<file path="config.mk">
export PLATFORM = sky130hd
export DESIGN_NAME = gas_sensor_frame_deframer
export DESIGN_NICKNAME = d
export VERILOG_FILES = /design/src/sv/gsfd_pkg.sv /design/src/sv/gsfd_convert.sv /design/src/sv/gas_sensor_frame_deframer.sv
export SDC_FILE = /design/constraint.sdc
export NUM_CORES = 1
export LEC_CHECK = 0
export BUFFER_PORTS_ARGS = -buffer_cell sky130_fd_sc_hd__buf_4
export CORE_UTILIZATION = 43
export DETAILED_ROUTE_END_ITERATION = 10
export PLACE_DENSITY_LB_ADDON = 0.05
export SLEW_MARGIN = 0
export SYNTH_ARGS = -nofsm -noshare
export SYNTH_HDL_FRONTEND = slang
export SYNTH_HIERARCHICAL = 1
export SYNTH_SLANG_ARGS = --single-unit
export TNS_END_PERCENT = 10
</file>
<file path="constraint.sdc">
create_clock -name clock -period 14.5 [get_ports clock]
set_clock_uncertainty 0.05 [all_clocks]
set_input_delay 1.45 -clock clock [delete_from_list [all_inputs] [get_ports clock]]
set_output_delay 1.45 -clock clock [all_outputs]
set_load 0.03 [all_outputs]
</file>
<file path="src/sv/gsfd_pkg.sv">
// ----------------------------------------------------------------------------
// Gas sensor frame deframer package
// Frame constants, unit codes and the reciprocal table used for the division
// by powers of ten in the concentration conversion.
// ----------------------------------------------------------------------------
`default_nettype none

package gsfd_pkg;

   localparam int unsigned WinLen = 8;

   localparam logic [7:0] SYNC_BYTE = 8'hFF;
   localparam logic [7:0] QUERY_CMD = 8'h86;
   localparam logic [7:0] GAS_A     = 8'h11;
   localparam logic [7:0] GAS_B     = 8'h17;
   localparam logic [7:0] UNIT_PPB  = 8'h04;
   localparam logic [7:0] UNIT_UGM3 = 8'h10;
   localparam logic [7:0] MAX_DEC   = 8'd5;

   localparam logic FRAME_QUERY  = 1'b0;
   localparam logic FRAME_ACTIVE = 1'b1;

   typedef logic [7:0]  byte_type;
   typedef logic [15:0] half_type;

   // Scaled numerator: at most 8 * 65535, which needs 19 of the 20 bits.
   typedef logic [19:0] num_type;
   typedef logic [20:0] recip_type;
   typedef logic [40:0] prod_type;
   typedef logic [5:0]  shift_type;
   typedef logic [2:0]  pow_type;

   // Multipliers ceil(2^s / 10^k) with s = 20 + ceil(log2(10^k)), m = 1 and
   // s = 0 for k = 0: (n * m) >> s is exactly floor(n / 10^k) for all 20-bit n.
   function automatic recip_type recip_mult(input pow_type k);
      recip_type m;
      case (k)
         3'd0:    m = 21'd1;
         3'd1:    m = 21'd1677722;
         3'd2:    m = 21'd1342178;
         3'd3:    m = 21'd1073742;
         3'd4:    m = 21'd1717987;
         3'd5:    m = 21'd1374390;
         default: m = 21'd0;
      endcase
      return m;
   endfunction

   function automatic shift_type recip_shift(input pow_type k);
      shift_type s;
      case (k)
         3'd0:    s = 6'd0;
         3'd1:    s = 6'd24;
         3'd2:    s = 6'd27;
         3'd3:    s = 6'd30;
         3'd4:    s = 6'd34;
         3'd5:    s = 6'd37;
         default: s = 6'd0;
      endcase
      return s;
   endfunction

endpackage

`default_nettype wire

</file>
<file path="src/sv/gsfd_convert.sv">
// ----------------------------------------------------------------------------
// Gas sensor frame deframer: active frame conversion
// Converts the raw concentration of an active upload frame into mass and
// volume concentration according to the unit code and decimal places.
// ----------------------------------------------------------------------------
`default_nettype none

module gsfd_convert
   import gsfd_pkg::*;
(
   input  wire half_type conc_raw,
   input  wire byte_type unit_code,
   input  wire byte_type decimals,
   output half_type      mass_conc,
   output half_type      volume_conc
);

   logic      is_ppb;
   logic      is_ugm3;
   logic      too_many_dec;
   num_type   numer;
   pow_type   pow_sel;
   prod_type  product;
   num_type   quot;
   logic [17:0] mass_raw;

   assign is_ppb       = (unit_code == UNIT_PPB);
   assign is_ugm3      = (unit_code == UNIT_UGM3);
   assign too_many_dec = (decimals >= MAX_DEC);

   // ppb to ug/m3 is c*5/(4*10^d): divide 5c by 10^d, then by four.
   // ug/m3 to ppb is c*4/(5*10^d), which equals 8c/10^(d+1).
   always_comb begin
      if (is_ppb) begin
         numer   = {2'b00, conc_raw, 2'b00} + {4'b0000, conc_raw};
         pow_sel = decimals[2:0];
      end else begin
         numer   = {1'b0, conc_raw, 3'b000};
         pow_sel = decimals[2:0] + 3'd1;
      end
   end

   assign product  = prod_type'(numer) * prod_type'(recip_mult(pow_sel));
   assign quot     = num_type'(product >> recip_shift(pow_sel));
   assign mass_raw = quot[19:2];

   always_comb begin
      if (is_ppb) begin
         volume_conc = conc_raw;
         if (too_many_dec) begin
            mass_conc = '0;
         end else if (mass_raw[17:16] != 2'b00) begin
            mass_conc = 16'hFFFF;
         end else begin
            mass_conc = mass_raw[15:0];
         end
      end else if (is_ugm3) begin
         mass_conc = conc_raw;
         if (too_many_dec) begin
            volume_conc = '0;
         end else begin
            volume_conc = quot[15:0];
         end
      end else begin
         volume_conc = conc_raw;
         mass_conc   = '0;
      end
   end

endmodule

`default_nettype wire

</file>
<file path="src/sv/gas_sensor_frame_deframer.sv">
// ----------------------------------------------------------------------------
// Gas sensor frame deframer
// Slides a nine-byte window over the received serial bytes, recognises query
// response and active upload frames and emits their concentration fields.
// ----------------------------------------------------------------------------
// The byte that ends a frame loads the input register on acceptance, and the
// result register loads when no earlier result word is still waiting.
// Throughput: one byte per cycle, but a byte that completes a frame waits while
// the result register holds an untaken word; the frame check, checksum and the
// single reciprocal multiply for the conversion sit between those two registers.
// Reset clears the window, the pipeline valids and sets active mode.
`default_nettype none

module gas_sensor_frame_deframer
   import gsfd_pkg::*;
(
   input  wire        clock,
   input  wire        reset,

   input  wire        csr_valid,
   output logic       csr_ready,
   input  wire        csr_active_mode,

   input  wire        req_valid,
   output logic       req_ready,
   input  wire [7:0]  req_rx_byte,

   output logic       rsp_valid,
   input  wire        rsp_ready,
   output logic       rsp_frame_kind,
   output logic [15:0] rsp_mass_conc,
   output logic [15:0] rsp_volume_conc,
   output logic [7:0] rsp_gas_code,
   output logic [7:0] rsp_unit_code,
   output logic [7:0] rsp_decimals,
   output logic [15:0] rsp_full_scale
);

   logic     active_mode_ff;

   logic     in_valid_ff;
   logic     in_valid_in;
   byte_type in_byte_ff;

   byte_type window_ff [WinLen];

   logic     rsp_valid_ff;
   logic     rsp_valid_in;
   logic     frame_kind_ff;
   half_type mass_conc_ff;
   half_type volume_conc_ff;
   byte_type gas_code_ff;
   byte_type unit_code_ff;
   byte_type decimals_ff;
   half_type full_scale_ff;

   logic     cmd_ok;
   logic     is_frame;
   byte_type checksum;
   logic     advance;
   logic     load_rsp;
   half_type conv_mass;
   half_type conv_volume;

   assign csr_ready = 1'b1;

   always_ff @(posedge clock) begin
      if (reset) begin
         active_mode_ff <= 1'b1;
      end else if (csr_valid) begin
         active_mode_ff <= csr_active_mode;
      end
   end

   // Frame check on the stored eight bytes plus the byte in the input register.
   always_comb begin
      checksum = in_byte_ff;
      for (int i = 1; i < WinLen; i++) begin
         checksum = checksum + window_ff[i];
      end
   end

   always_comb begin
      if (active_mode_ff) begin
         cmd_ok = (window_ff[1] == GAS_A) || (window_ff[1] == GAS_B);
      end else begin
         cmd_ok = (window_ff[1] == QUERY_CMD);
      end
   end

   assign is_frame = (window_ff[0] == SYNC_BYTE) && cmd_ok && (checksum == 8'h00);

   // A byte that completes no frame never waits on the result side.
   assign advance   = in_valid_ff && (!is_frame || !rsp_valid_ff || rsp_ready);
   assign load_rsp  = advance && is_frame;
   assign req_ready = !in_valid_ff || advance;

   assign in_valid_in = req_valid || (in_valid_ff && !advance);

   always_ff @(posedge clock) begin
      if (reset) begin
         in_valid_ff <= 1'b0;
      end else begin
         in_valid_ff <= in_valid_in;
      end
   end

   always_ff @(posedge clock) begin
      if (req_valid && req_ready) begin
         in_byte_ff <= req_rx_byte;
      end
   end

   always_ff @(posedge clock) begin
      if (reset) begin
         for (int i = 0; i < WinLen; i++) begin
            window_ff[i] <= '0;
         end
      end else if (load_rsp) begin
         for (int i = 0; i < WinLen; i++) begin
            window_ff[i] <= '0;
         end
      end else if (advance) begin
         for (int i = 0; i < WinLen - 1; i++) begin
            window_ff[i] <= window_ff[i + 1];
         end
         window_ff[WinLen - 1] <= in_byte_ff;
      end
   end

   gsfd_convert u_convert (
      .conc_raw    ({window_ff[4], window_ff[5]}),
      .unit_code   (window_ff[2]),
      .decimals    (window_ff[3]),
      .mass_conc   (conv_mass),
      .volume_conc (conv_volume)
   );

   assign rsp_valid_in = load_rsp || (rsp_valid_ff && !rsp_ready);

   always_ff @(posedge clock) begin
      if (reset) begin
         rsp_valid_ff <= 1'b0;
      end else begin
         rsp_valid_ff <= rsp_valid_in;
      end
   end

   always_ff @(posedge clock) begin
      if (load_rsp) begin
         if (active_mode_ff) begin
            frame_kind_ff  <= FRAME_ACTIVE;
            mass_conc_ff   <= conv_mass;
            volume_conc_ff <= conv_volume;
            gas_code_ff    <= window_ff[1];
            unit_code_ff   <= window_ff[2];
            decimals_ff    <= window_ff[3];
            full_scale_ff  <= {window_ff[6], window_ff[7]};
         end else begin
            frame_kind_ff  <= FRAME_QUERY;
            mass_conc_ff   <= {window_ff[2], window_ff[3]};
            volume_conc_ff <= {window_ff[6], window_ff[7]};
            gas_code_ff    <= '0;
            unit_code_ff   <= '0;
            decimals_ff    <= '0;
            full_scale_ff  <= '0;
         end
      end
   end

   assign rsp_valid       = rsp_valid_ff;
   assign rsp_frame_kind  = frame_kind_ff;
   assign rsp_mass_conc   = mass_conc_ff;
   assign rsp_volume_conc = volume_conc_ff;
   assign rsp_gas_code    = gas_code_ff;
   assign rsp_unit_code   = unit_code_ff;
   assign rsp_decimals    = decimals_ff;
   assign rsp_full_scale  = full_scale_ff;

endmodule

`default_nettype wire

</file>
# --- Word level (Yosys, flattened, before mapping) ---
# Memory sizes are Yosys's and may differ from the RTL's.
# Index checks and enable logic that the tools add are counted.
word_totals:
  elab_cells: 112
  n_memories: 1
  ff_bits: 84
  mem_bits_ro: 0
  mem_bits_rw: 64
  in_bits: 14
  output_inout_bits: 76
  latch_bits: 0
memory_table:
  columns: ["memory", "words", "width", "read_ports", "rd_ports_with_merged_regs", "write_ports", "line_no", "source"]
  rows:
  - ["window_ff", 8, 8, 8, 0, 8, "gas_sensor_frame_deframer.sv:45", "byte_type window_ff [WinLen];"]
op_classes:
  eq_ne: 11
  mux: 40
  multipliers: 1
  n_addsub: 9
  div: 0
  n_bitwise: 16
  magnitude_cmp: 1
  shifts: 1
  reduce_logical: 21
op_table:
  columns: ["op", "n"]
  rows:
  - ["16-bit 2-to-1 mux", 9]
  - ["8-bit 2-to-1 mux", 16]
  - ["21-bit case mux with 6 select lines", 1]
  - ["8-bit adder", 7]
  - ["20-bit by 21-bit multiplier with 41-bit output", 1]
  - ["41-bit by 6-bit >> shifter with 20-bit output", 1]
  - ["6-bit case mux with 5 select lines", 1]
  - ["8-bit by 5-bit == test with 1-bit output, second input constant", 3]
  - ["20-bit 2-to-1 mux", 1]
  - ["18-bit by 16-bit adder with 19-bit output", 1]
  - ["8-bit == test, second input constant", 2]
  - ["1-bit OR", 16]
  - ["1-bit 2-to-1 mux", 11]
  - ["8-bit by 3-bit == test with 1-bit output, second input constant", 1]
  - ["8-bit by 3-bit >= comparator with 1-bit output, second input constant", 1]
  - ["8-bit zero test", 1]
  - ["1-bit logical AND", 7]
  - ["3-bit by 2-bit == test with 1-bit output, second input constant", 2]
  - ["3-bit == test, second input constant", 2]
  - ["1-bit logical OR", 6]
  - ["1-bit zero test", 5]
  - ["3-bit by 1-bit adder with 3-bit output, second input constant", 1]
  - ["3-bit by 1-bit == test with 1-bit output, second input constant", 1]
  - ["3-bit zero test", 1]
  - ["2 further kinds", 2]

# --- Longest topological paths before layout ---
# An unclocked memory read counts as a cell.
logic_depth:
  word_depth: 20
  depth_mapped: 40
  depth_no_buf: 38

# --- Hierarchy ---
# Netlist, hierarchy kept.
by_module_without_submodules:
  columns: ["mod", "seq_area_each_um2", "instances", "area_each_um2", "cells_per_inst"]
  rows:
  - ["gsfd_convert", 0.0, 1, 15433.6, 1877]
  - ["gas_sensor_frame_deframer", 4334.2, 1, 7126.8, 501]

# --- Least setup slack after synthesis ---
# OpenSTA, ideal clock, no wires.
synth_path:
  path_kind: "register -> register"
  from: "memory window_ff[0][42] in the netlist's numbering"
  to: "register mass_conc_ff[7], in the netlist rsp_mass_conc[7], data pin"
  required_time_ns: 14.190
  arrival_time_ns: 8.562
  stages_incl_launch_ff: 35
  synth_period_minus_slack_ns: 8.872
  setup_ns: 0.260
  path_slack_ns: 5.628
  cell_sequence: "edfxtp_1 > ha_1 > inv_1 > fa_1 > nor2b_1 > o21ai_1 > a21boi_0 > o21a_1 > o21ai_1 > a21oi_1 > a21o_1 > a211oi_1 > o41ai_2 > clkbuf_1 > nand2_1 > fa_1 > fa_1 > fa_1 > fa_1 > fa_1 > fa_1 > inv_1 > ha_1 > buf_2 > a21oi_1 > o211ai_1 > o2111a_1 > or4b_1 > and3_4 > nand2_2 > o211ai_2 > a32oi_2 > a21oi_1 > a221o_1 > mux2_2"
synth_lines:
  columns: ["element", "line_no", "source"]
  rows:
  - ["from (decl)", "gas_sensor_frame_deframer.sv:45", null]
  - ["to (signal assigned)", "gas_sensor_frame_deframer.sv:153", "mass_conc_ff <= conv_mass;"]
  - ["to (signal assigned)", "gas_sensor_frame_deframer.sv:161", "mass_conc_ff <= {window_ff[2], window_ff[3]};"]
  - ["to (decl)", "gas_sensor_frame_deframer.sv:50", "half_type mass_conc_ff;"]

==> results.md <==
Timing:
- The number of endpoints with negative hold slack in the final report is 0.
- Setup repair after global routing left no endpoint under its margin.
- The final critical-path setup slack is 2.38 ns.
- Of the available clock period, the critical path in the final layout requires a little over four fifths.
- The total of endpoints with negative setup slack in the final report is 0.
- The total negative setup slack is 0 ns.
- For this run, the top clock speed supported by timing is 82.5 MHz.
- The final critical delay including setup and external delays is 12.12 ns.
- The number of pins exceeding their max-slew limit in the final report is 0.
- The worst relative slew slack is around 6.5%.
- At the pin with the least slew margin, the transition time is 1.40 ns.

Pwr:
- The net switching power of the design is 2.88 mW.
- The overall power after layout is just over 5 mW.
- The leakage dissipation is roughly 11 nW.
- The sequential share of power is 10.1%.
- IR analysis of the VDD net gives a maximum drop of roughly 0.15 mV.
- Per report_power, the clock group accounts for 9.0% of the total.
- Net switching is 56.9% of the power.
- Combinational logic is responsible for 80.9% of the overall power.
- The total power divided by cell area is a little over 200 nW/um2.
- The cell-internal power is 2.19 mW.

Floorplanning:
- The die covers around 53,000 um2.
- The die extent in y is around 230 um.
- Once the floorplan was initialized, standard cells occupied 43.7% of the core.
- The placeable core area is about 52,000 um2.
- In this run the horizontal extent of the chip is 231 um.
- For this design the top-level I/O count stands at 90.
- The floorplan has between 80 and 90 rows.

Global route:
- For this run, global-route usage on met1 was measured as between 40% and 50%.
- The initial antenna violation count is 4.
- The pin count of the biggest net entering global routing is 89.
- In the global route stage, overall resource usage came out at a little under a third.
- Global routing used between 5 and 6% of the available met3 tracks.
- The peak-usage layer in the global routing report is met1.
- The wire length of the first global-routing pass is between 100,000 and 150,000 um.
- Global routing finished with a remaining overflow of 0.
- The number of global-route vias before repair is between 15,000 and 20,000.
- The met2 layer usage reported by global route is 44.2%.

Final layout:
- The net count of the finished layout is 2,945.
- The antenna diode instance count is 0.
- The synthesis-to-layout area growth is 8.66%.
- The share of layout cells above drive strength 1 is between 10 and 15%.

Critical path:
- For the worst setup path, the data arrival time is ~12 ns.
- STA classifies the critical path startpoint as a register.
- The biggest fanout along the worst timing path is 38.
- The worst reg-to-reg path cell count is 29.
- On the worst path, the slowest cell contributes a delay of approximately 1.1 ns.
- The endpoint identified for the worst register-to-register timing path is rsp_mass_conc[4]$_DFFE_PP_.
- The slowest library cell on the worst path is nor2_1.
- The startpoint identified for the worst register-to-register timing path is window_ff[0][21]$_SDFFCE_PN0P_.
- The critical path class is reg -> reg.
- Counting stages on the worst path, the most repeated cell is fa_1.
- Across all register-to-register paths, the minimum setup slack is 2.38 ns.
- The type of destination of the critical path is a register.
- The critical path required time is 14.63 ns.

Logic synthesis:
- The synthesized net count is 2,909.
- The post-synth design cell area is approximately 23,000 um2.
- Synthesis handed over a netlist of ~2,400 instances.
- By count the netlist is led by inv_1 (417), fa_1 (363), nand2_1 (341).
- The mean instance size in the synthesized netlist is between 9 and 10 um2.
- In this run the biggest area consumer among cell types represents 32.2% of the synthesized area.
- After synthesis, the cell types taking the most area are fa_1 (32%), edfxtp_1 (18%), ha_1 (8.5%).
- The cell type contributing the most total cell area after synthesis is fa_1.
- The number of flip-flops and latches in the synthesized netlist is 148.
- The most frequent cell after synthesis is inv_1.
- Among all flip-flop cells after synthesis, the most frequent one is edfxtp_1.
- The count of flip-flops with a built-in enable after synthesis is 137.
- The yosys synthesis warning count is 6.
- The sequential-to-total area share from yosys stat is 19.2%.
- The count of distinct cell types in the synthesized netlist is 100.
- The share of synthesized flip-flops with an asynchronous set or reset is 0%.

Clocking:
- TritonCTS built the clock tree.
- The later pin in the worst-skew pair is clocked with a latency of 0.44 ns.
- The clock passes through at most 2 buffers.
- The clock root buffer is clkbuf_16.
- Buffers inserted to repair hold after CTS numbered 0.
- The total clock buffers created by CTS is 17.
- The number of H-tree branching levels is 4.
- The post-CTS setup buffer count is 0.
- Clock-pin slew was measured on the worst setup and hold paths at 0.07 ns.
- The number of sinks on the clock net is 148.
- Once the clock tree was built, the resizer swapped 0 gates to a different size.

Drt:
- Wires add up to 80,700 um.
- For this block, the initial DRC count from the detailed router was between 1,500 and 2,000.
- In the final routed layout, each cell accounts on average for 26.0 um.
- The length of the first detailed-routing pass in iterations is 5.
- The overall via count from detail_route is 17,811.
- The detail route stage leaves a number of antenna-violating nets equal to 0.
- The total DRC errors in the routed layout is 0.
- The detailed-route vias per instance is about 5.7.

Min path:
- The path with the worst hold slack has its endpoint at window_ff[0][7]$_SDFFE_PP0P_.
- The worst hold path stage count is 2.
- The worst hold path class is reg -> reg.
- The startpoint of the tightest hold check path is window_ff[0][7]$_SDFFE_PP0P_.

Placed design:
- The final estimated routing congestion in global placement is 0.962.
- The count of buffers inserted at the top-level ports is 88.
- The sum of net half-perimeters after detailed placement is 66,000 um.
- The worst slack after detailed placement is between 2 and 3 ns.

Run status:
- The flow ran to the end, and the final reports show no timing, DRC or antenna violations.

Flow run:
- The count of max-cap constraint violations is 0.
[worst max-delay path by stage]
stage                                    from                         end  slack, ns  cells after the start
5_1_grt        window_ff[0][21]$_SDFFCE_PN0P_  rsp_mass_conc[4]$_DFFE_PP_       1.92                     29
4_1_cts        window_ff[0][21]$_SDFFCE_PN0P_  rsp_mass_conc[4]$_DFFE_PP_       2.50                     29
3_5_place_dp   window_ff[0][21]$_SDFFCE_PN0P_  rsp_mass_conc[4]$_DFFE_PP_       2.53                     29
3_3_place_gp   window_ff[0][24]$_SDFFCE_PN0P_  rsp_mass_conc[4]$_DFFE_PP_       2.42                     30
2_1_floorplan  window_ff[0][42]$_SDFFCE_PN0P_  rsp_mass_conc[7]$_DFFE_PP_       5.63                     34
6_report       window_ff[0][21]$_SDFFCE_PN0P_  rsp_mass_conc[4]$_DFFE_PP_       2.38                     29
[kinds of logic after synthesis]
kind of cell	after synthesis	synth area share (%)
compound gates	333	10.5
xor+xnor	56	2.36
fa+ha+maj	517	40.8
buf+inv	526	9.20
flops	148	19.2
mux	51	2.39
other cells	1	0.0166
simple gates	746	15.6
[through the flow]
step                      util [%]  area, um2  hold WS (ns)  std cells
after global placement        46.3      23900         0.412       3075
after floorplan                  -      22600         0.356       2378
final                         47.5      24500         0.432       3107
after global routing          47.5      24500         0.451       3107
after detailed placement      46.3      23900         0.420       3075
after CTS                     47.5      24500         0.430       3107
[flip-flops by register name, indices dropped and copies added (netlist names)]
| signal | count |
|---|---|
| active_mode_ff | 1 |
| in_byte_ff | 8 |
| in_valid_ff | 1 |
| rsp_decimals | 8 |
| rsp_frame_kind | 1 |
| rsp_full_scale | 16 |
| rsp_gas_code | 8 |
| rsp_mass_conc | 16 |
| rsp_unit_code | 8 |
| rsp_valid | 1 |
| rsp_volume_conc | 16 |
| window_ff | 64 |
[layer usage]
metal / share of wire [%] / vias to the layer above
met4: 2.3 / 0
met5: 0 / -
met3: 8.3 / 89
li1: - / 7790
met2: 41 / 808
met1: 48 / 9124
[critical path: cells and delay by family (launching register included)]
family | cells | cell delay (ns)
AO/OA/AOI/OAI | 9 | 2.28
adder cells (fa/ha/maj) | 7 | 3.23
buffers and inverters | 4 | 0.86
flip-flops | 1 | 0.49
multiplexers | 1 | 0.30
AND/OR/NAND/NOR | 8 | 4.60
[layout by cell type, fill, tap and decap left out, types with 6 or more instances in the layout]
cell       netlist  final
inv_1          417    417
fa_1           363    363
nand2_1        341    341
ha_1           154    154
nor2_1         152    150
edfxtp_1       137    137
buf_4            9    126
a21oi_1         76     74
and2_1          70     70
o21ai_0         60     58
xnor2_1         40     40
and2_2          38     38
nor3_1          32     32
mux2i_1         28     26
nand3_1         25     25
mux2_2          23     23
nand4_1         18     18
a21o_1          18     18
clkbuf_16        0     17
o21ai_1         15     16
nand2b_1        14     14
xor2_1          12     12
a211oi_1        12     12
and3_1          11     11
a31oi_1         11     11
o211ai_1        11     11
dfxtp_1         11     10
a22o_1          10     10
a221o_1         10     10
o32ai_1         10      9
o21bai_1         9      9
o22ai_1          8      8
o221ai_1         8      8
o21a_1           7      7
nor2b_1          7      7
or3_1            6      6
[power groups by stage]
stage / logic, mW / registers, mW / clock network, mW
detailed placement: 4.00 / 0.518 / 0
finish: 4.10 / 0.510 / 0.457
CTS: 4.02 / 0.509 / 0.462
global placement: 4.00 / 0.518 / 0
global route: 4.52 / 0.512 / 0.478
floorplan: 2.89 / 0.502 / 0
[final cells by class]
cell class,instances,area (um2)
Sequential cell,148,4340
Clock buffer,17,425
Multi-Input combinational cell,1704,16200
Tap cell,680,851
Inverter,417,1570
Timing Repair Buffer,126,946
Fill cell,4967,27100
Clock inverter,15,171
Power figures use the tool's default switching activity.
